===== src/hdl/dchuff_pkg.sv =====
package dchuff_pkg;

   localparam int LEN_W   = 6;
   localparam int CODE_W  = 32;
   localparam int CNT_W   = 9;
   localparam int OUT_W   = 32;
   localparam int BCNT_W  = 3;
   localparam int KIND_W  = 2;
   localparam int ERR_W   = 2;
   localparam int PIX_W   = 8;

   localparam logic [KIND_W-1:0] KIND_LOAD  = 2'd0;
   localparam logic [KIND_W-1:0] KIND_BUILD = 2'd1;
   localparam logic [KIND_W-1:0] KIND_PIXEL = 2'd2;
   localparam logic [KIND_W-1:0] KIND_FLUSH = 2'd3;

   localparam logic [ERR_W-1:0] ERR_OK      = 2'd0;
   localparam logic [ERR_W-1:0] ERR_LEN     = 2'd1;
   localparam logic [ERR_W-1:0] ERR_NO_CODE = 2'd2;

   // symbol-indexed store controls
   typedef struct packed {
      logic rd;
      logic len_we;
      logic code_we;
   } sym_ctl_type;

   // length-indexed store controls
   typedef struct packed {
      logic cnt_rd;
      logic cnt_we;
      logic nc_rd;
      logic nc_we;
   } len_ctl_type;

   typedef struct packed {
      logic push;
      logic flush;
   } pack_ctl_type;

endpackage


===== src/hdl/dchuff_packer.sv =====
module dchuff_packer (
   input  logic                            clock,
   input  logic                            reset,
   input  dchuff_pkg::pack_ctl_type        ctl,
   input  logic [dchuff_pkg::LEN_W-1:0]    len,
   input  logic [dchuff_pkg::CODE_W-1:0]   code,
   output logic [dchuff_pkg::OUT_W-1:0]    packed_bytes,
   output logic [dchuff_pkg::BCNT_W-1:0]   byte_count
);

   logic [6:0]  acc_ff, acc_in;
   logic [2:0]  pend_ff, pend_in;
   logic [39:0] mask;
   logic [39:0] wide;
   logic [39:0] shifted;
   logic [5:0]  total;
   logic [2:0]  rem;
   logic [14:0] pad;

   always_comb begin
      mask    = (40'd1 << len) - 40'd1;
      wide    = ({33'd0, acc_ff} << len) | ({8'd0, code} & mask);
      total   = {3'd0, pend_ff} + len;
      rem     = total[2:0];
      shifted = wide >> rem;
      pad     = {8'd0, acc_ff} << (4'd8 - {1'b0, pend_ff});
      acc_in  = acc_ff;
      pend_in = pend_ff;
      packed_bytes = '0;
      byte_count   = '0;
      if (ctl.flush) begin
         packed_bytes = {24'd0, pad[7:0]};
         byte_count   = (pend_ff != 3'd0) ? 3'd1 : 3'd0;
         acc_in  = '0;
         pend_in = '0;
      end else if (ctl.push) begin
         packed_bytes = shifted[31:0];
         byte_count   = total[5:3];
         acc_in  = wide[6:0] & ((7'd1 << rem) - 7'd1);
         pend_in = rem;
      end
   end

   always_ff @(posedge clock) begin
      if (reset) begin
         acc_ff  <= '0;
         pend_ff <= '0;
      end else begin
         acc_ff  <= acc_in;
         pend_ff <= pend_in;
      end
   end

endmodule


===== config.mk =====
export PLATFORM = sky130hd
export DESIGN_NAME = dchuff_packer
export DESIGN_NICKNAME = d
export VERILOG_FILES = /design/src/hdl/dchuff_pkg.sv /design/src/hdl/dchuff_packer.sv
export SDC_FILE = /design/constraint.sdc
export NUM_CORES = 1
export LEC_CHECK = 0
export BUFFER_PORTS_ARGS = -buffer_cell sky130_fd_sc_hd__buf_2
export CAP_MARGIN = 20
export CORE_UTILIZATION = 58
export DETAILED_ROUTE_END_ITERATION = 7
export MAX_ROUTING_LAYER = met4
export PLACE_DENSITY = 0.8
export SLEW_MARGIN = 20
export SYNTH_ARGS = -nofsm -noshare
export SYNTH_HDL_FRONTEND = slang
export SYNTH_SLANG_ARGS = --single-unit
export TNS_END_PERCENT = 10

===== constraint.sdc =====
create_clock -name clock -period 5 [get_ports clock]
set_input_delay 0.75 -clock clock [delete_from_list [all_inputs] [get_ports clock]]
set_output_delay 0.75 -clock clock [all_outputs]
set_load 0.01 [all_outputs]

### Word level (Yosys, flattened, before mapping)

Index checks and enable logic that the tools add are counted.

* bits in registers: 10
* bits of input ports: 42
* output and inout bits: 35
* logic and storage cells: 21

* $add $sub $neg: 4
* shift operators: 5
* multiplexer cells: 5
* bitwise gates (word level): 3
* reductions and logical operators: 2

Operators with widths (number)
* $mux W32: 2
* $and A32 B40 Y40: 1
* $or A40 B40 Y40: 1
* $shl A1 B6 Y40 const A: 1
* $shl A7 B6 Y40: 1
* $shr A40 B3 Y32: 1
* $sub A40 B1 Y40 const B: 1
* $shl A7 B4 Y8: 1
* $and A7 B7 Y7: 1
* $shl A1 B3 Y7 const A: 1
* $sub A7 B1 Y7 const B: 1
* $add A3 B6 Y6: 1
* $mux W3: 2
* $sub A4 B3 Y4 const A: 1
* $reduce_bool A3 Y1: 1
* $reduce_or A2 Y1: 1
* $mux W1: 1

### Longest topological paths before layout

* depth after elaboration: 7
* mapped depth: 15
* depth with buffers taken out: 11

### Worst setup path after synthesis

OpenSTA, ideal clock, no wires.

* kind: input port to output port
* from: input len[1] (netlist name)
* to: output packed_bytes[4] (netlist name)
* arrival time: 3.463 ns
* data required time: 4.250 ns
* path slack: 0.787 ns
* stages on the path: 14
* path buffers: 5
* cell sequence: buf_4 buf_6 buf_2 nor4_1 nand2_1 ha_1 clkbuf_1 clkbuf_1 or3b_1 a21oi_2 nor3_1 a21oi_2 a211oi_1 o31ai_1

* word-level cells in the longest chain between the ends: 7
* elaborated cells between the ends (all ways): 9
* classes of those cells: add/sub (2); shift (3); mux (2); bitwise (2)

Ends and longest elaborated chain
* start, declared: RTL line dchuff_packer.sv:5 `input logic [dchuff_pkg::LEN_W-1:0] len,`
* $shl A1 B6 Y40: RTL line dchuff_packer.sv:21 `mask = (40'd1 << len) - 40'd1;`
* $sub A40 B1 Y40: RTL line dchuff_packer.sv:21
* $and A32 B40 Y40: RTL line dchuff_packer.sv:22 `wide = ({33'd0, acc_ff} << len) | ({8'd0, code} & mask);`
* $or A40 B40 Y40: RTL line dchuff_packer.sv:22
* $shr A40 B3 Y32 *: RTL line dchuff_packer.sv:25 `shifted = wide >> rem;`
* $mux W32 *: RTL line dchuff_packer.sv:36 `end else if (ctl.push) begin`
* $mux W32 *: RTL line dchuff_packer.sv:31 `if (ctl.flush) begin`
* end, declared: RTL line dchuff_packer.sv:7 `output logic [dchuff_pkg::OUT_W-1:0] packed_bytes,`

Mark *: on every way between the ends. The rest lies on a longest branch, timed or not.

### Worst setup path in the final report

* from: input len[1] (netlist name)
* to: output packed_bytes[5] (netlist name)

The elaborated chain is that of the path after synthesis.

==> impl_metrics.xml <==
<?xml version="1.0" encoding="UTF-8"?>
<metrics>
  <group name="run_status">
    <metric name="status" unit="">complete, no violations</metric>
  </group>
  <group name="critical_path">
    <metric name="crit_path_start_kind" unit="">primary input</metric>
    <metric name="timing.critical_path.fanout_max" unit="">21</metric>
    <metric name="required" unit="ns">4.25</metric>
    <metric name="end_kind" unit="">primary output</metric>
    <metric name="critPathArrivalTime" unit="ns">4.04</metric>
    <metric name="timing.setup.critical_path_class" unit="">in2out</metric>
  </group>
  <group name="routing">
    <metric name="drc_errors" unit="">0</metric>
    <metric name="drtAntennaViolNets" unit="">0</metric>
    <metric name="route.detailed.vias_per_inst" unit="">7.49</metric>
    <metric name="detailedRoute.firstPassIterationCount" unit="">6</metric>
    <metric name="route.vias.total" unit="">5317</metric>
    <metric name="initialDrtViolationCount" unit="">898</metric>
    <metric name="detail_route.wl_per_cell" unit="um">22.5</metric>
    <metric name="finalWirelength" unit="mm">16.0</metric>
  </group>
  <group name="timing">
    <metric name="max_slew_margin" unit="">0.461</metric>
    <metric name="crit_share_post_route" unit="">0.958</metric>
    <metric name="layout_min_cycle_time" unit="ns">4.79</metric>
    <metric name="finalSetupTns" unit="ns">0</metric>
    <metric name="worst_pin_slew" unit="ns">0.809</metric>
    <metric name="achievable_clock_frequency" unit="MHz">209</metric>
    <metric name="maxSlewViolCount" unit="">0</metric>
    <metric name="final_critical_path_setup_slack" unit="ns">0.208</metric>
    <metric name="clock-skew-final" unit="ns">0.00325</metric>
    <metric name="final.hold.worst_slack" unit="ns">0.548</metric>
    <metric name="grt_setup_unrepaired" unit="">false</metric>
    <metric name="setup_violations" unit="">0</metric>
    <metric name="final-hold-violation-count" unit="">0</metric>
  </group>
  <group name="synth">
    <metric name="synth.distinct_cells" unit="">84</metric>
    <metric name="synth_nets" unit="">639</metric>
    <metric name="syn-instance-count" unit="">589</metric>
    <metric name="ys_async_sr_fraction" unit="">0</metric>
    <metric name="post-synth-top-area-cell" unit="">sky130_fd_sc_hd__mux2i_1</metric>
    <metric name="synth_top_cells_by_count" unit="">52 x sky130_fd_sc_hd__nand2_1, 49 x sky130_fd_sc_hd__nor2_1, 38 x sky130_fd_sc_hd__mux2i_1</metric>
    <metric name="synth.yosys.seq_area_share" unit="">0.0497</metric>
    <metric name="synth_top_cell_area_share" unit="">0.0944</metric>
    <metric name="ys.flop_type" unit="">sky130_fd_sc_hd__dfxtp_1</metric>
    <metric name="syn_area_per_cell" unit="um2">6.84</metric>
    <metric name="synth_edf_count" unit="">0</metric>
    <metric name="netlist_area" unit="um2">4030</metric>
    <metric name="synth-warning-count" unit="">0</metric>
    <metric name="post-synth-top-count-cell" unit="">sky130_fd_sc_hd__nand2_1</metric>
    <metric name="synth_seq_cells" unit="">10</metric>
    <metric name="post_synth_main_area_contributors" unit="">sky130_fd_sc_hd__mux2i_1 9.4%, sky130_fd_sc_hd__mux2_2 5.6%, sky130_fd_sc_hd__dfxtp_1 5.0%</metric>
  </group>
  <group name="clock_tree">
    <metric name="hold_fix_buffers_cts" unit="">0</metric>
    <metric name="h-tree-depth" unit="">1</metric>
    <metric name="cts_buffer_depth" unit="">2</metric>
    <metric name="clkSinkCount" unit="">10</metric>
    <metric name="clk_transition_reported_paths" unit="ns">0.04</metric>
    <metric name="cts.repair.resized" unit="">0</metric>
    <metric name="cts_tree" unit="">done</metric>
    <metric name="cts_root_buffer" unit="">sky130_fd_sc_hd__clkbuf_8</metric>
    <metric name="skew_pair_late_insertion_delay" unit="ns">0.24</metric>
    <metric name="cts_made_buffers" unit="">3</metric>
    <metric name="postCtsSetupRepairBufs" unit="">0</metric>
  </group>
  <group name="pwr">
    <metric name="clkPwrFrac" unit="">0.127</metric>
    <metric name="fraction_of_power_spent_switching_nets" unit="">0.514</metric>
    <metric name="total_switching_power" unit="W">0.000339</metric>
    <metric name="power.density" unit="nW/um2">148</metric>
    <metric name="seqPwrFrac" unit="">0.136</metric>
    <metric name="power.total" unit="W">0.000659</metric>
    <metric name="comb_power_share" unit="">0.737</metric>
    <metric name="irDropWorstVdd" unit="mV">0.187</metric>
    <metric name="power_report.internal_total" unit="W">0.000320</metric>
    <metric name="leakagePower" unit="nW">1.80</metric>
  </group>
  <group name="global_routing">
    <metric name="grt.overflow.total" unit="">0</metric>
    <metric name="groute.usage.overall" unit="">0.447</metric>
    <metric name="global_route_wire_length_before_repair" unit="mm">25.2</metric>
    <metric name="antenna_violations_before_repair" unit="">0</metric>
    <metric name="grt_max_degree" unit="">49</metric>
    <metric name="first_global_vias" unit="">4784</metric>
  </group>
  <group name="place">
    <metric name="place_congestion" unit="">1.03</metric>
    <metric name="dpl.hpwl" unit="mm">12.1</metric>
    <metric name="port_buffers" unit="">76</metric>
    <metric name="place_ws" unit="ns">0.331</metric>
    <metric name="placed_cells_incl_taps" unit="">707</metric>
  </group>
  <group name="cells_and_area">
    <metric name="finalNetCount" unit="">682</metric>
    <metric name="fill_cells" unit="">607</metric>
    <metric name="stdcell_count" unit="">710</metric>
    <metric name="antenna_cells_inserted" unit="">0</metric>
    <metric name="area_occupied_by_multi_input_gates" unit="um2">3510</metric>
    <metric name="drive_above_1_share" unit="">0.222</metric>
    <metric name="area_growth" unit="%">10.6</metric>
    <metric name="layout.area.seq" unit="um2">200</metric>
  </group>
  <group name="floorplan">
    <metric name="floorplan.die.width" unit="um">85.3</metric>
    <metric name="fp.coreArea" unit="um2">6760</metric>
    <metric name="floorplan.die_area" unit="um2">7280</metric>
    <metric name="initial_core_util" unit="">0.596</metric>
    <metric name="row_count" unit="">30</metric>
    <metric name="io_pins" unit="">77</metric>
    <metric name="floorplan.die.height" unit="um">85.3</metric>
  </group>
  <group name="flow_run">
    <metric name="maxCapViolations" unit="">0</metric>
  </group>
  <group name="hold_path">
    <metric name="hp-class" unit="">reg2reg</metric>
  </group>
</metrics>
==> final cells by class <==
type,count,area share
Inverter,18,0.0152
Multi-Input combinational cell,502,0.787
Tap cell,80,0.0225
Timing Repair Buffer,97,0.121
Sequential cell,10,0.0449
Clock buffer,3,0.00927
==> registers in the layout (all words and copies together), names as in the netlist <==
name     cells
acc_ff       7
pend_ff      3
==> cell families (layout without fill, tap and decap cells) <==
family	count (synthesis)	in the layout	share of synthesized area
AO/OA/AOI/OAI	224	224	0.399
AND/OR/NAND/NOR	200	200	0.255
buffers and inverters	77	118	0.0832
multiplexers	61	61	0.167
flip-flops	10	10	0.0497
XOR/XNOR	9	9	0.0196
adder cells (fa/ha/maj)	8	8	0.0267
==> worst paths after layout <==
path,from,endpoint,slack (ns),cells after the start
max,len[1],packed_bytes[5],0.21,12
min,pend_ff[2],pend_ff[2],0.55,2
max reg2reg,pend_ff[0],acc_ff[4],1.80,12
min reg2reg,pend_ff[2],pend_ff[2],0.55,2
==> through the flow <==
stage                     utilization  area [um2]
final                           0.659        4460
after global routing            0.659        4460
after CTS                       0.659        4460
after detailed placement        0.653        4410
after global placement          0.653        4410
after floorplan                     -        4030
==> worst max-delay path: stages <==
cell	delay, ns
sky130_fd_sc_hd__buf_2	0.21
sky130_fd_sc_hd__nor4_1	0.43
sky130_fd_sc_hd__nand2_1	0.23
sky130_fd_sc_hd__ha_1	0.52
sky130_fd_sc_hd__buf_4	0.30
sky130_fd_sc_hd__a31oi_1	0.26
sky130_fd_sc_hd__o31ai_1	0.12
sky130_fd_sc_hd__o2bb2ai_1	0.47
sky130_fd_sc_hd__nor2_1	0.13
sky130_fd_sc_hd__a211oi_1	0.28
sky130_fd_sc_hd__o221ai_1	0.16
sky130_fd_sc_hd__buf_2	0.17
==> cell usage in the layout, fill, tap and decap left out, types with 10 or more instances in the layout <==
cell,instances
sky130_fd_sc_hd__a211oi_1,14
sky130_fd_sc_hd__a21oi_1,35
sky130_fd_sc_hd__buf_2,76
sky130_fd_sc_hd__buf_4,21
sky130_fd_sc_hd__dfxtp_1,10
sky130_fd_sc_hd__inv_1,15
sky130_fd_sc_hd__mux2_2,20
sky130_fd_sc_hd__mux2i_1,38
sky130_fd_sc_hd__nand2_1,52
sky130_fd_sc_hd__nand3_1,16
sky130_fd_sc_hd__nor2_1,49
sky130_fd_sc_hd__nor3_1,17
sky130_fd_sc_hd__o211ai_1,18
sky130_fd_sc_hd__o21ai_0,25
sky130_fd_sc_hd__o22ai_1,19
==> power by group through the flow <==
stage                     Clock (W)  Combinational [W]  Sequential (W)
after detailed placement          0           0.000465       0.0000905
after CTS                 0.0000807           0.000468       0.0000891
after global placement            0           0.000455       0.0000901
after global routing      0.0000864           0.000516       0.0000896
after floorplan                   0           0.000334       0.0000865
final                     0.0000837           0.000485       0.0000895
==> routing by layer <==
layer | vias to the layer above | part of all wire | global-route usage
met5 | - | 0 | -
met3 | 88 | 0.12 | 0.0827
met2 | 463 | 0.43 | 0.680
met1 | 2410 | 0.39 | 0.564
li1 | 2356 | - | -
met4 | 0 | 0.062 | 0.229
(Power assumes the default switching activity.)
